==> src/hw/rtl/pcx_rle_plane_decoder_defines.svh <==
// Assertion macros used by the decoder back end.
`ifndef PCX_RLE_PLANE_DECODER_DEFINES_SVH
`define PCX_RLE_PLANE_DECODER_DEFINES_SVH

`ifndef SYNTHESIS
// Check cons in the same cycle whenever ante holds.
`define PCXRLE_ASSERT_SAME(label, ante, cons) \
	label: assert property (@(posedge clk) disable iff (!arst_n) (ante) |-> (cons)) \
		else $error("pcxrle assertion failed");
// Check cons in the cycle after ante holds.
`define PCXRLE_ASSERT_NEXT(label, ante, cons) \
	label: assert property (@(posedge clk) disable iff (!arst_n) (ante) |=> (cons)) \
		else $error("pcxrle assertion failed");
`else
`define PCXRLE_ASSERT_SAME(label, ante, cons)
`define PCXRLE_ASSERT_NEXT(label, ante, cons)
`endif

`endif

==> src/hw/rtl/pcxrle_pkg.sv <==
package pcxrle_pkg;

	localparam int ADDR_WIDTH = 24;
	localparam int OUT_ADDR_W = 24;

	localparam logic [7:0] RUN_MARK       = 8'hC0;
	localparam logic [5:0] RUN_COUNT_MASK = 6'h3F;

	localparam int FIFO_DEPTH = 4;
	localparam int FIFO_PTR_W = $clog2(FIFO_DEPTH);
	localparam int FIFO_CNT_W = $clog2(FIFO_DEPTH + 1);

	localparam int CFG_INDEX_W = 2;
	localparam int CFG_DATA_W  = 16;

	localparam logic [CFG_INDEX_W-1:0] CFG_PLANE_COUNT = 2'd0;
	localparam logic [CFG_INDEX_W-1:0] CFG_BPL         = 2'd1;
	localparam logic [CFG_INDEX_W-1:0] CFG_LINE_COUNT  = 2'd2;

	typedef enum logic {
		FS_CODE,
		FS_RUN_VALUE
	} front_state_t;

	// One expansion job: write value count times.
	typedef struct packed {
		logic [7:0] value;
		logic [5:0] count;
	} cmd_t;

endpackage

==> src/hw/rtl/pcxrle_front.sv <==
module pcxrle_front
	import pcxrle_pkg::*;
(
	input  logic       clk,
	input  logic       arst_n,
	input  logic       in_valid,
	output logic       in_ready,
	input  logic [7:0] code_byte,
	input  logic       blocked,
	input  logic       q_full,
	output logic       q_push,
	output cmd_t       q_cmd
);

	front_state_t state_q, state_d;
	logic [5:0]   count_q, count_d;
	logic         take;

	assign in_ready = !q_full;
	assign take     = in_valid && in_ready && !blocked;

	always_ff @(posedge clk or negedge arst_n) begin
		if (!arst_n) begin
			state_q <= FS_CODE;
			count_q <= '0;
		end else begin
			state_q <= state_d;
			count_q <= count_d;
		end
	end

	always_comb begin
		state_d     = state_q;
		count_d     = count_q;
		q_push      = 1'b0;
		q_cmd.value = code_byte;
		q_cmd.count = 6'd1;
		case (state_q)
			FS_CODE: begin
				if (take) begin
					if ((code_byte & RUN_MARK) == RUN_MARK) begin
						state_d = FS_RUN_VALUE;
						count_d = code_byte[5:0] & RUN_COUNT_MASK;
					end else begin
						q_push = 1'b1;
					end
				end
			end
			FS_RUN_VALUE: begin
				if (take) begin
					state_d     = FS_CODE;
					count_d     = '0;
					q_cmd.count = count_q;
					// drop zero-length runs here
					q_push      = (count_q != 6'd0);
				end
			end
			default: begin
				state_d = FS_CODE;
			end
		endcase
	end

endmodule

==> src/hw/rtl/pcxrle_fifo.sv <==
module pcxrle_fifo
	import pcxrle_pkg::*;
(
	input  logic clk,
	input  logic arst_n,
	input  logic push,
	input  cmd_t push_cmd,
	input  logic pop,
	output cmd_t head_cmd,
	output logic empty,
	output logic full
);

	cmd_t                  mem_q [FIFO_DEPTH];
	logic [FIFO_PTR_W-1:0] wr_ptr_q;
	logic [FIFO_PTR_W-1:0] rd_ptr_q;
	logic [FIFO_CNT_W-1:0] cnt_q;
	logic                  do_push;
	logic                  do_pop;

	assign empty    = (cnt_q == '0);
	assign full     = (cnt_q == FIFO_CNT_W'(FIFO_DEPTH));
	assign do_push  = push && !full;
	assign do_pop   = pop && !empty;
	assign head_cmd = mem_q[rd_ptr_q];

	always_ff @(posedge clk) begin
		if (do_push) begin
			mem_q[wr_ptr_q] <= push_cmd;
		end
	end

	always_ff @(posedge clk or negedge arst_n) begin
		if (!arst_n) begin
			wr_ptr_q <= '0;
			rd_ptr_q <= '0;
			cnt_q    <= '0;
		end else begin
			if (do_push) begin
				wr_ptr_q <= wr_ptr_q + 1'b1;
			end
			if (do_pop) begin
				rd_ptr_q <= rd_ptr_q + 1'b1;
			end
			if (do_push && !do_pop) begin
				cnt_q <= cnt_q + 1'b1;
			end else if (do_pop && !do_push) begin
				cnt_q <= cnt_q - 1'b1;
			end
		end
	end

endmodule

==> src/hw/rtl/pcxrle_back.sv <==
`include "pcx_rle_plane_decoder_defines.svh"

module pcxrle_back
	import pcxrle_pkg::*;
(
	input  logic                   clk,
	input  logic                   arst_n,
	input  logic                   cfg_valid,
	input  logic [CFG_INDEX_W-1:0] cfg_index,
	input  logic [CFG_DATA_W-1:0]  cfg_data,
	input  logic                   q_empty,
	input  cmd_t                   q_head,
	output logic                   q_pop,
	output logic                   blocked,
	output logic                   out_valid,
	input  logic                   out_ready,
	output logic [OUT_ADDR_W-1:0]  out_address,
	output logic [7:0]             out_value,
	output logic                   last_of_run,
	output logic                   image_done
);

	logic [2:0]            plane_count_q;
	logic [13:0]           bpl_q;
	logic [15:0]           line_count_q;

	logic                  busy_q;
	logic [7:0]            cmd_value_q;
	logic [5:0]            cmd_left_q;

	logic [ADDR_WIDTH-1:0] write_address_q;
	logic [ADDR_WIDTH-1:0] scanline_start_q;
	logic [13:0]           bytes_left_q;
	logic [1:0]            cur_plane_q;
	logic [15:0]           lines_done_q;
	logic                  finished_q;

	logic                  out_valid_q;
	logic [OUT_ADDR_W-1:0] out_address_q;
	logic [7:0]            out_value_q;
	logic                  last_q;
	logic                  done_q;

	logic [2:0]            planes_eff;
	logic [13:0]           bpl_eff;
	logic [13:0]           cfg_bpl_eff;
	logic [2:0]            plane_next;
	logic [15:0]           lines_next;
	logic                  emit;
	logic                  drop;
	logic                  line_end;
	logic                  plane_end;
	logic                  img_end;
	logic                  last_res;
	logic [ADDR_WIDTH-1:0] addr_d;
	logic [ADDR_WIDTH-1:0] line_start_d;

	assign planes_eff  = (plane_count_q == 3'd0) ? 3'd1 :
		(plane_count_q > 3'd4) ? 3'd4 : plane_count_q;
	assign bpl_eff     = (bpl_q == '0) ? 14'd1 : bpl_q;
	assign cfg_bpl_eff = (cfg_data[13:0] == '0) ? 14'd1 : cfg_data[13:0];
	assign plane_next  = {1'b0, cur_plane_q} + 3'd1;
	assign lines_next  = lines_done_q + 16'd1;

	assign blocked = finished_q || (lines_done_q >= line_count_q);
	assign emit    = busy_q && !finished_q && (!out_valid_q || out_ready);
	assign drop    = busy_q && finished_q;
	assign q_pop   = !busy_q && !q_empty;

	assign plane_end    = (bytes_left_q <= 14'd1);
	assign line_end     = plane_end && !(plane_next < planes_eff);
	assign img_end      = line_end && (lines_next >= line_count_q);
	assign last_res     = (cmd_left_q == 6'd1) || line_end;
	assign line_start_d = write_address_q + ADDR_WIDTH'(1);

	always_comb begin
		if (!plane_end) begin
			addr_d = write_address_q + ADDR_WIDTH'(planes_eff);
		end else if (!line_end) begin
			addr_d = scanline_start_q + ADDR_WIDTH'(plane_next);
		end else begin
			addr_d = line_start_d;
		end
	end

	always_ff @(posedge clk or negedge arst_n) begin
		if (!arst_n) begin
			plane_count_q    <= 3'd1;
			bpl_q            <= 14'd1;
			line_count_q     <= 16'd1;
			busy_q           <= 1'b0;
			cmd_left_q       <= '0;
			write_address_q  <= '0;
			scanline_start_q <= '0;
			bytes_left_q     <= 14'd1;
			cur_plane_q      <= '0;
			lines_done_q     <= '0;
			finished_q       <= 1'b0;
			out_valid_q      <= 1'b0;
		end else begin
			if (q_pop) begin
				busy_q     <= 1'b1;
				cmd_left_q <= q_head.count;
			end else if (drop || (emit && last_res)) begin
				busy_q <= 1'b0;
			end else if (emit) begin
				cmd_left_q <= cmd_left_q - 6'd1;
			end

			if (emit) begin
				out_valid_q     <= 1'b1;
				write_address_q <= addr_d;
				if (!plane_end) begin
					bytes_left_q <= bytes_left_q - 14'd1;
				end else begin
					bytes_left_q <= bpl_eff;
					if (!line_end) begin
						cur_plane_q <= plane_next[1:0];
					end else begin
						cur_plane_q      <= '0;
						scanline_start_q <= line_start_d;
						lines_done_q     <= lines_next;
						if (img_end) begin
							finished_q <= 1'b1;
						end
					end
				end
			end else if (out_ready) begin
				out_valid_q <= 1'b0;
			end

			if (cfg_valid) begin
				case (cfg_index)
					CFG_PLANE_COUNT: plane_count_q <= cfg_data[2:0];
					CFG_BPL: begin
						bpl_q        <= cfg_data[13:0];
						bytes_left_q <= cfg_bpl_eff;
					end
					CFG_LINE_COUNT:  line_count_q <= cfg_data;
					default: begin
					end
				endcase
			end
		end
	end

	always_ff @(posedge clk) begin
		if (q_pop) begin
			cmd_value_q <= q_head.value;
		end
		if (emit) begin
			out_address_q <= write_address_q[OUT_ADDR_W-1:0];
			out_value_q   <= cmd_value_q;
			last_q        <= last_res;
			done_q        <= img_end;
		end
	end

	assign out_valid   = out_valid_q;
	assign out_address = out_address_q;
	assign out_value   = out_value_q;
	assign last_of_run = last_q;
	assign image_done  = done_q;

	`PCXRLE_ASSERT_SAME(a_done_is_last, out_valid_q && done_q, last_q)
	`PCXRLE_ASSERT_SAME(a_no_emit_after_done, finished_q, !emit)
	`PCXRLE_ASSERT_SAME(a_left_nonzero, busy_q, bytes_left_q != '0)
	`PCXRLE_ASSERT_NEXT(a_run_continues, emit && !last_res, busy_q && !finished_q)

endmodule

==> src/hw/rtl/pcx_rle_plane_decoder.sv <==
// PCX RLE plane decoder. Feed it the coded pixel bytes of one image (header
// already stripped); each decoded byte comes out with its address in a
// plane-interleaved image. A byte with both top bits set is a run header with
// a 6-bit count and the next byte is the run value; any other byte is a
// literal. Runs that cross the end of a scanline are cut there. Output stops
// once line_count scanlines are written; image_done flags that last write and
// all later bytes are dropped until reset. The back end writes one result
// per cycle while out_ready does not stall it, and picks up each job from a
// four-entry queue only while it is idle. Header bytes and the value bytes
// of zero-length runs produce no result and cost one input transfer each.
// The config port is always ready; write it only while the decoder is idle.
module pcx_rle_plane_decoder
	import pcxrle_pkg::*;
(
	input  logic                   clk,
	input  logic                   arst_n,
	input  logic                   cfg_valid,
	output logic                   cfg_ready,
	input  logic [CFG_INDEX_W-1:0] cfg_index,
	input  logic [CFG_DATA_W-1:0]  cfg_data,
	input  logic                   in_valid,
	output logic                   in_ready,
	input  logic [7:0]             code_byte,
	output logic                   out_valid,
	input  logic                   out_ready,
	output logic [OUT_ADDR_W-1:0]  out_address,
	output logic [7:0]             out_value,
	output logic                   last_of_run,
	output logic                   image_done
);

	// Front end to queue.
	logic q_push;
	cmd_t q_cmd;
	logic q_full;

	// Queue to back end.
	logic q_pop;
	cmd_t q_head;
	logic q_empty;

	// Back end tells the front end to drop bytes once the image is done.
	logic blocked;

	assign cfg_ready = 1'b1;

	// Classify bytes: hold run headers, push literal and run jobs.
	pcxrle_front u_front (
		.clk       (clk),
		.arst_n    (arst_n),
		.in_valid  (in_valid),
		.in_ready  (in_ready),
		.code_byte (code_byte),
		.blocked   (blocked),
		.q_full    (q_full),
		.q_push    (q_push),
		.q_cmd     (q_cmd)
	);

	// Decouple classification from expansion.
	pcxrle_fifo u_fifo (
		.clk      (clk),
		.arst_n   (arst_n),
		.push     (q_push),
		.push_cmd (q_cmd),
		.pop      (q_pop),
		.head_cmd (q_head),
		.empty    (q_empty),
		.full     (q_full)
	);

	// Expand jobs into addressed writes and advance the plane/line walk.
	pcxrle_back u_back (
		.clk         (clk),
		.arst_n      (arst_n),
		.cfg_valid   (cfg_valid && cfg_ready),
		.cfg_index   (cfg_index),
		.cfg_data    (cfg_data),
		.q_empty     (q_empty),
		.q_head      (q_head),
		.q_pop       (q_pop),
		.blocked     (blocked),
		.out_valid   (out_valid),
		.out_ready   (out_ready),
		.out_address (out_address),
		.out_value   (out_value),
		.last_of_run (last_of_run),
		.image_done  (image_done)
	);

endmodule

==> config.mk <==
export PLATFORM = sky130hd
export DESIGN_NAME = pcx_rle_plane_decoder
export DESIGN_NICKNAME = d
export VERILOG_FILES = /design/src/hw/rtl/pcxrle_pkg.sv /design/src/hw/rtl/pcxrle_front.sv /design/src/hw/rtl/pcxrle_fifo.sv /design/src/hw/rtl/pcxrle_back.sv /design/src/hw/rtl/pcx_rle_plane_decoder.sv
export VERILOG_INCLUDE_DIRS = /design/src /design/src/hw/rtl
export SDC_FILE = /design/constraint.sdc
export NUM_CORES = 1
export LEC_CHECK = 0
export ABC_AREA = 1
export BUFFER_PORTS_ARGS = -buffer_cell sky130_fd_sc_hd__clkbuf_2
export CORE_MARGIN = 3
export CORE_UTILIZATION = 50
export CTS_BUF_LIST = sky130_fd_sc_hd__clkbuf_4 sky130_fd_sc_hd__clkbuf_8
export CTS_CLUSTER_DIAMETER = 50
export DETAILED_ROUTE_END_ITERATION = 16
export PLACE_DENSITY_LB_ADDON = 0.08
export SKIP_CTS_REPAIR_TIMING = 1
export SYNTH_ARGS = -nofsm -noshare
export SYNTH_HDL_FRONTEND = slang
export SYNTH_SLANG_ARGS = --single-unit
==> constraint.sdc <==
create_clock -name clk -period 2.9 [get_ports clk]
set_clock_uncertainty 0.2 [all_clocks]
set_input_delay 0.58 -clock clk [delete_from_list [all_inputs] [get_ports clk]]
set_output_delay 0.58 -clock clk [all_outputs]
set_load 0.03 [all_outputs]
Word level (Yosys, flattened, before mapping):

Memories as Yosys holds them, arrays and structs flattened.
Index checks and enable logic that the tools add are counted.

* bits in registers: 178
* latch bits: 0
* bits in writable memories: 56
* memory bits (read-only): 0
* input bits: 31
* output and inout port bits: 37
* logic and storage cells: 129
* memories kept: 1

Memory list
* u_fifo.mem_q: words 4, width 14, read ports 1, clocked after Yosys merged registers in 0, write ports 1, line pcxrle_fifo.sv:14 `cmd_t mem_q [FIFO_DEPTH];`

* add/subtract/negate cells: 11
* multiply operators: 0
* div/mod/pow operators: 0
* $lt $le $gt $ge: 5
* equality and inequality tests: 9
* shifts and indexed selects: 0
* muxes and demuxes: 36
* bitwise operators: 1
* reductions and logical operators: 44

Operators with widths (number)
* two-way mux 14 bit: 6
* adder 24 x 3 -> 24 bit: 2
* two-way mux 24 bit: 2
* two-way mux 6 bit: 8
* >= comparator 16 bit: 2
* zero test 14 bit: 2
* adder 24 x 1 -> 24 bit, second input constant: 1
* adder 16 x 1 -> 16 bit, second input constant: 1
* <= comparator 14 x 1 -> 1 bit, second input constant: 1
* subtractor 14 x 1 -> 14 bit, second input constant: 1
* logical AND 1 bit: 13
* two-way mux 1 bit: 12
* two-way mux 3 bit: 4
* one-hot mux 6 bit (2 select lines): 1
* AND reduction 2 bit: 5
* zero test 1 bit: 9
* nonzero test 2 bit: 4
* equality test 6 x 1 -> 1 bit, second input constant: 1
* zero test 3 bit: 2
* AND reduction 3 bit: 2
* nonzero test 6 bit: 1
* subtractor 6 x 1 -> 6 bit, second input constant: 1
* adder 2 x 1 -> 2 bit, second input constant: 2
* equality test 2 bit, second input constant: 2
* other kinds (15): 21

Depth between registers and ports, before layout:

* depth in word-level cells: 11
* depth in mapped cells: 20
* mapped depth without buffers: 20

Cells and area by module:

A second synthesis with hierarchy kept.

* cells, all modules: 1604
* area, all modules: 13213.9 um2

By module, submodules not included
* pcxrle_back: instances 1, cells each 1312, area each 9955.8 um2, sequential area each 4319.1 um2
* pcxrle_fifo: instances 1, cells each 225, area each 2782.7 um2, sequential area each 1856.8 um2
* pcxrle_front: instances 1, cells each 65, area each 464.2 um2, sequential area each 175.2 um2
* pcx_rle_plane_decoder: instances 1, cells each 2, area each 11.3 um2, sequential area each 0.0 um2

Least setup slack after synthesis:

OpenSTA, ideal clock, no wires.

* path type: register to register
* from: register u_back.lines_done_q[15]
* to: register u_fifo.cnt_q[2]
* library setup time: 0.131 ns
* data arrival time: 2.493 ns
* required time: 2.569 ns
* path slack: 0.076 ns
* stages on the path, launching flop included: 13
* buffers on the path: 0
* period minus slack after synthesis: 2.824 ns
* cells stage by stage: dfrtp_1 > ha_1 > nand2_1 > nand3_1 > nor4_2 > nand3_1 > inv_1 > ha_1 > inv_1 > fa_1 > a21oi_1 > o21ai_0 > xor2_1

* cells in the longest elaborated chain, start to end: 10
* elaborated cells on any way between the ends: 13
* classes of those cells: order compare: 1; mux: 4; reduce/logical: 8

RTL lines
* start: declaration: line pcxrle_back.sv:35 `logic [15:0] lines_done_q;`
* start signal: assignment: line pcxrle_back.sv:122 `lines_done_q <= lines_next;`
* >= comparator 16 bit *: line pcxrle_back.sv:65 `assign blocked = finished_q || (lines_done_q >= line_count_q);`
* logical OR 1 bit *: line pcxrle_back.sv:65
* zero test 1 bit *: line pcxrle_front.sv:20 `assign take = in_valid && in_ready && !blocked;`
* logical AND 1 bit *: line pcxrle_front.sv:20
* two-way mux 1 bit (on tied branches): line pcxrle_front.sv:50, pcxrle_front.sv:40
* one-hot mux 1 bit (2 select lines) *: line pcxrle_front.sv:38 `case (state_q)`
* logical AND 1 bit *: line pcxrle_fifo.sv:23 `assign do_push = push && !full;`
* net u_fifo.do_push: line pcxrle_fifo.sv:18 `logic do_push;`
* zero test 1 bit: line pcxrle_fifo.sv:47 `end else if (do_pop && !do_push) begin`
* logical AND 1 bit: line pcxrle_fifo.sv:47
* nonzero test 2 bit (no source line)
* end signal: assignment: line pcxrle_fifo.sv:46 `cnt_q <= cnt_q + 1'b1;`
* end signal: assignment: line pcxrle_fifo.sv:48 `cnt_q <= cnt_q - 1'b1;`
* end: declaration: line pcxrle_fifo.sv:17 `logic [FIFO_CNT_W-1:0] cnt_q;`

The timed path passes the listed nets; every way through them passes the cells marked *.
A chain may end at the register's enable or synchronous reset.

Final worst setup path:

* from: register u_back.lines_done_q[1]
* to: register u_back.done_q (netlist: u_back.image_done), data pin

* cells in the longest elaborated chain, start to end: 3

RTL lines
* adder 16 x 1 -> 16 bit: line pcxrle_back.sv:63 `assign lines_next = lines_done_q + 16'd1;`
* net u_back.lines_next[14]: line pcxrle_back.sv:48 `logic [15:0] lines_next;`
* >= comparator 16 bit: line pcxrle_back.sv:72 `assign img_end = line_end && (lines_next >= line_count_q);`
* logical AND 1 bit: line pcxrle_back.sv:72
* net u_back.img_end: line pcxrle_back.sv:53 `logic img_end;`
* end signal: assignment: line pcxrle_back.sv:155 `done_q <= img_end;`
* end: declaration: line pcxrle_back.sv:42 `logic done_q;`

The timed path passes the listed nets, and every way through them passes these cells.

==> out/metrics.sh <==
SETUP_VIOL_COUNT_FINAL=0
WORSTSKEWPAIRLATENCY_NS=0.56
CTS-BUFFERS-INSERTED=44
PIN_COUNT=68
ROUTED_WIRE_LENGTH_UM=32350
PATH_COMMON_CELL='sky130_fd_sc_hd__inv_1'
SYNTH.AVG_CELL_AREA_UM2=8.387
PLACE.GP.CONGESTION=0.9426
CP_DATA_REQUIRED_TIME_NS=3.01
GRT_SETUP_UNREPAIRED='true'
CHIPHEIGHT_UM=166.8
SYNTHMUXAREASHARE=0.0008712
FIRST_PASS_GRT_WIRE_LENGTH_UM=53590
PLACEMENTROWS=58
MAPPED_NETS=1627
POSTSYNTH.ASYNCRESETSHARE=0.5812
TIMING.FINAL.MAX_SLEW_VIOLATIONS=0
CP_SLOWEST_STAGE_DELAY_NS=0.40
REMAINING_DRC_ERRORS=0
CRITICAL_PATH_BUF_INV_COUNT=3
MIN_PERIOD_OVER_PERIOD=0.9553
ANTENNA_FOUND_INITIAL=0
CTS-ROOT-BUF='sky130_fd_sc_hd__clkbuf_8'
SYNTH_COMPOUND_AREA_FRAC=0.08838
CRITICAL_PATH_CELL_SEQUENCE='ha_2 > nand2_2 > nor2_4 > nand4_4 > or2_1 > nor2_1 > xor2_1 > ha_1 > nand2_1 > inv_1 > nand3_2 > inv_1 > a21oi_1 > nand3_1 > nand2_1 > inv_1'
SHARE_SEQ_OF_TOTAL_POWER=0.457
RUN_STATUS='complete, no violations'
CRITPATHLAUNCHTYPE='flop'
SWITCHING_POWER_mW=2.074
CTSHTREEMAXLEVEL=2
DRT-PASS1-ITER-COUNT=5
PLACED_INSTANCE_AREA_MM2=0.01377
WORST_PATH_DOMINANT_CELL_FAMILY='simple AND/OR/NAND/NOR gates'
ROUTE.DETAILED.WL_PER_INST_UM=16.04
SEQ_AREA_FRAC_SYNTH=0.4914
CTS_SINKS=234
IO_BUFFER_COUNT=66
INITIAL_UTILIZATION=0.5103
GLOBALROUTE.TOTALOVERFLOW=0
SYNTH_ADDER_AREA_SHARE=0.05499
SYNTHESIS.AREA_MM2=0.01292
FINISH.INSTANCE_AREA_MM2=0.01489
POWER_REPORT.INTERNAL_TOTAL_mW=6.096
PLACE_WS_NS=0.06941
SYNTH_SIMPLE_GATE_AREA_SHARE=0.2591
MAX-VDD-IR-DROP_uV=330.6
DIE_WIDTH_UM=166.8
LARGEST_NET_DEGREE_AT_THE_START_OF_GLOBAL_ROUTING=88
CRIT_PATH_KIND='reg -> reg'
WORST_SETUP_HOLD_PATH_CLK_SLEW_NS=0.06
LEAKAGEPOWER_nW=6.819
SYNTH_TOP_FLOP_CELL='sky130_fd_sc_hd__dfrtp_1'
INSERTEDDIODECOUNT=0
FIRST_GLOBAL_VIAS=10610
SYNTH_WARNINGS=0
YS_SEQ_ELEMENTS=234
GRTUSAGETOTAL=0.2342
HOLD_VIOL=0
CLOCKPOWERSHARE=0.442
SYNTHXORXNORAREAFRAC=0.03388
TIMING.CRITICAL_PATH.FANOUT_MAX=4
DETAIL_ROUTED_VIA_COUNT_PER_CELL=5.248
NUM-FILL-CELLS=2272
DESIGN.FINAL.NETS=1737
SYNTHDOMINANTCELLAREASHARE=0.2556
CP.ARRIVAL_NS=2.88
CRITPATHSLOWESTCELL='sky130_fd_sc_hd__dfrtp_1'
YS_TOP_CELLS_BY_AREA='sky130_fd_sc_hd__dfrtp_1, sky130_fd_sc_hd__edfxtp_1, sky130_fd_sc_hd__nand2_1, sky130_fd_sc_hd__inv_1, sky130_fd_sc_hd__ha_1'
SYNTH-EDFF-COUNT=98
TOTALPOWERFINAL_mW=8.170
FINAL_COMMON_CELL='sky130_fd_sc_hd__nand2_1'
HIGHEST_ACHIEVABLE_CLOCK_RATE_MHz=361.0
HPWL_UM=22710
PWR-SHARE-COMB=0.101
FINAL_CELL_MIX='sky130_fd_sc_hd__nand2_1, sky130_fd_sc_hd__inv_1, sky130_fd_sc_hd__nor2_1'
TIMING.FINAL.CRIT_PERIOD_NS=2.770
SETUP_WS_NS=0.1297
SYNTH_TOP_FAMILY_BY_AREA='simple AND/OR/NAND/NOR gates'
AREA.GROWTH.SYNTH_TO_FINAL_PCT=15.21
HOLDCRITPATHCLASS='in -> reg'
SYNTH_TOP_CELL_BY_AREA='sky130_fd_sc_hd__dfrtp_1'
DIEAREA_MM2=0.02782
ANTENNA_VIOLATING_NETS_POST_ROUTE=0
POWER_SWITCHING_SHARE=0.2539
CTS_TREE='done'
P_PER_AREA_mW_PER_MM2=548.7
DRT_ITER0_DRC=870
FINAL_LAYOUT_SIZE_SUFFIX_GT1_FRAC=0.1547
TNS_NS=0
TIMING.MAX_SLEW.REL_SLACK=0.5764
CORE_AREA_MM2=0.02533
ROUTED-VIA-COUNT=10590
TIMING.CRITICAL_PATH.TO_TYPE='flop'
POST_SYNTH_INST_COUNT=1541
SYNTH.DISTINCT_CELLS=53
TIMING.MAX_CAP.VIOLATIONS=0
MAX-CLOCK-PATH-BUFFERS=3
WORST_PIN_SLEW_NS=0.6355
routing by layer:
layer | track usage | vias to the layer above | share of wire
met4 | 0.07461 | 0 | 0.023
met2 | 0.3894 | 252 | 0.47
li1 | - | 5278 | -
met3 | 0.03655 | 50 | 0.048
met5 | 0 | - | 0
met1 | 0.3179 | 5005 | 0.46
Yosys cell counts (2+ instances only):
cell type / n
sky130_fd_sc_hd__a21oi_1: 40
sky130_fd_sc_hd__a21oi_4: 2
sky130_fd_sc_hd__a31oi_1: 4
sky130_fd_sc_hd__and3_1: 2
sky130_fd_sc_hd__buf_2: 8
sky130_fd_sc_hd__buf_4: 5
sky130_fd_sc_hd__buf_6: 4
sky130_fd_sc_hd__clkbuf_1: 22
sky130_fd_sc_hd__clkbuf_2: 2
sky130_fd_sc_hd__clkinv_1: 3
sky130_fd_sc_hd__dfrtp_1: 132
sky130_fd_sc_hd__dfstp_2: 4
sky130_fd_sc_hd__edfxtp_1: 98
sky130_fd_sc_hd__fa_1: 3
sky130_fd_sc_hd__ha_1: 52
sky130_fd_sc_hd__inv_1: 175
sky130_fd_sc_hd__inv_2: 5
sky130_fd_sc_hd__inv_4: 2
sky130_fd_sc_hd__nand2_1: 412
sky130_fd_sc_hd__nand2_2: 6
sky130_fd_sc_hd__nand2_4: 2
sky130_fd_sc_hd__nand3_1: 100
sky130_fd_sc_hd__nand4_1: 33
sky130_fd_sc_hd__nand4_2: 2
sky130_fd_sc_hd__nor2_1: 170
sky130_fd_sc_hd__nor2_2: 14
sky130_fd_sc_hd__nor2_4: 7
sky130_fd_sc_hd__nor2_8: 2
sky130_fd_sc_hd__nor3_1: 14
sky130_fd_sc_hd__nor3_2: 2
sky130_fd_sc_hd__nor4_1: 3
sky130_fd_sc_hd__o211ai_1: 5
sky130_fd_sc_hd__o21a_1: 2
sky130_fd_sc_hd__o21ai_0: 87
sky130_fd_sc_hd__o21ai_1: 10
sky130_fd_sc_hd__o21ai_2: 10
sky130_fd_sc_hd__o21bai_1: 4
sky130_fd_sc_hd__o221ai_1: 2
sky130_fd_sc_hd__o22ai_1: 26
sky130_fd_sc_hd__o31ai_1: 2
sky130_fd_sc_hd__or2_2: 3
sky130_fd_sc_hd__xnor2_1: 11
sky130_fd_sc_hd__xor2_1: 39
power groups by stage:
| stage | Combinational (mW) | Sequential, mW | Clock, mW |
|---|---|---|---|
| final | 0.822 | 3.74 | 3.61 |
| after floorplan | 0.570 | 3.75 | 0 |
| after CTS | 0.811 | 3.73 | 3.69 |
| after global placement | 0.789 | 3.79 | 0 |
| after detailed placement | 0.808 | 3.79 | 0 |
| after global routing | 0.956 | 3.75 | 3.84 |
worst register-to-register path: stages, from the launching register on:
cell	delay [ns]
sky130_fd_sc_hd__dfrtp_1	0.40
sky130_fd_sc_hd__ha_2	0.22
sky130_fd_sc_hd__nand2_2	0.07
sky130_fd_sc_hd__nor2_4	0.14
sky130_fd_sc_hd__nand4_4	0.09
sky130_fd_sc_hd__or2_1	0.25
sky130_fd_sc_hd__nor2_1	0.13
sky130_fd_sc_hd__xor2_1	0.20
sky130_fd_sc_hd__ha_1	0.26
sky130_fd_sc_hd__nand2_1	0.07
sky130_fd_sc_hd__inv_1	0.05
sky130_fd_sc_hd__nand3_2	0.07
sky130_fd_sc_hd__inv_1	0.04
sky130_fd_sc_hd__a21oi_1	0.13
sky130_fd_sc_hd__nand3_1	0.11
sky130_fd_sc_hd__nand2_1	0.07
sky130_fd_sc_hd__inv_1	0.04
worst paths after layout:
check | endpoint | start | cells past startpoint | slack [ns]
max reg2reg | u_back.image_done | u_back.lines_done_q[1] | 16 | 0.13
max | u_back.image_done | u_back.lines_done_q[1] | 16 | 0.13
min | u_back.out_valid | out_ready | 2 | 0.03
max in group asynchronous | u_back.bpl_q[0] | arst_n | 3 | 1.36
min in group asynchronous | u_back.scanline_start_q[0] | arst_n | 2 | 0.40
min reg2reg | u_back.out_value[4] | u_back.cmd_value_q[4] | 0 | 0.22
sequential cells by signal (all words and copies together), names as in the netlist, 2 cells and up:
name	flops
u_back.bpl_q	14
u_fifo.wr_ptr_q	2
u_back.out_value	8
u_back.scanline_start_q	24
u_back.out_address	24
u_fifo.rd_ptr_q	2
u_back.lines_done_q	16
u_back.write_address_q	24
u_fifo.mem_q	56
u_back.cmd_left_q	6
u_back.cmd_value_q	8
u_back.cur_plane_q	2
u_back.line_count_q	16
u_back.bytes_left_q	14
u_fifo.cnt_q	3
u_back.plane_count_q	3
u_front.count_q	6
area by class of cell:
type | instances | area, µm² | area share
Clock buffer | 62 | 778.2 | 0.05226
Clock inverter | 20 | 229.0 | 0.01538
Multi-Input combinational cell | 1081 | 5748 | 0.3860
Inverter | 185 | 699.4 | 0.04697
Timing Repair Buffer | 105 | 669.4 | 0.04495
Sequential cell | 234 | 6354 | 0.4267
Tap cell | 330 | 412.9 | 0.02773
through the flow:
stage	utilization	hold slack, ns	std cells
floorplan	-	0.08441	1541
global placement	0.5439	0.2011	1932
detailed placement	0.5439	0.2054	1932
CTS	0.5836	-0.1671	2014
global route	0.5879	0.04358	2017
finish	0.5879	0.03112	2017
logic make-up after synthesis:
kind of cell	Yosys count
adder cells (fa/ha/maj)	55
multiplexers	1
AO/OA/AOI/OAI	198
flip-flops	234
AND/OR/NAND/NOR	775
XOR/XNOR	50
buffers and inverters	227
other	1
(Power assumes the default switching activity.)
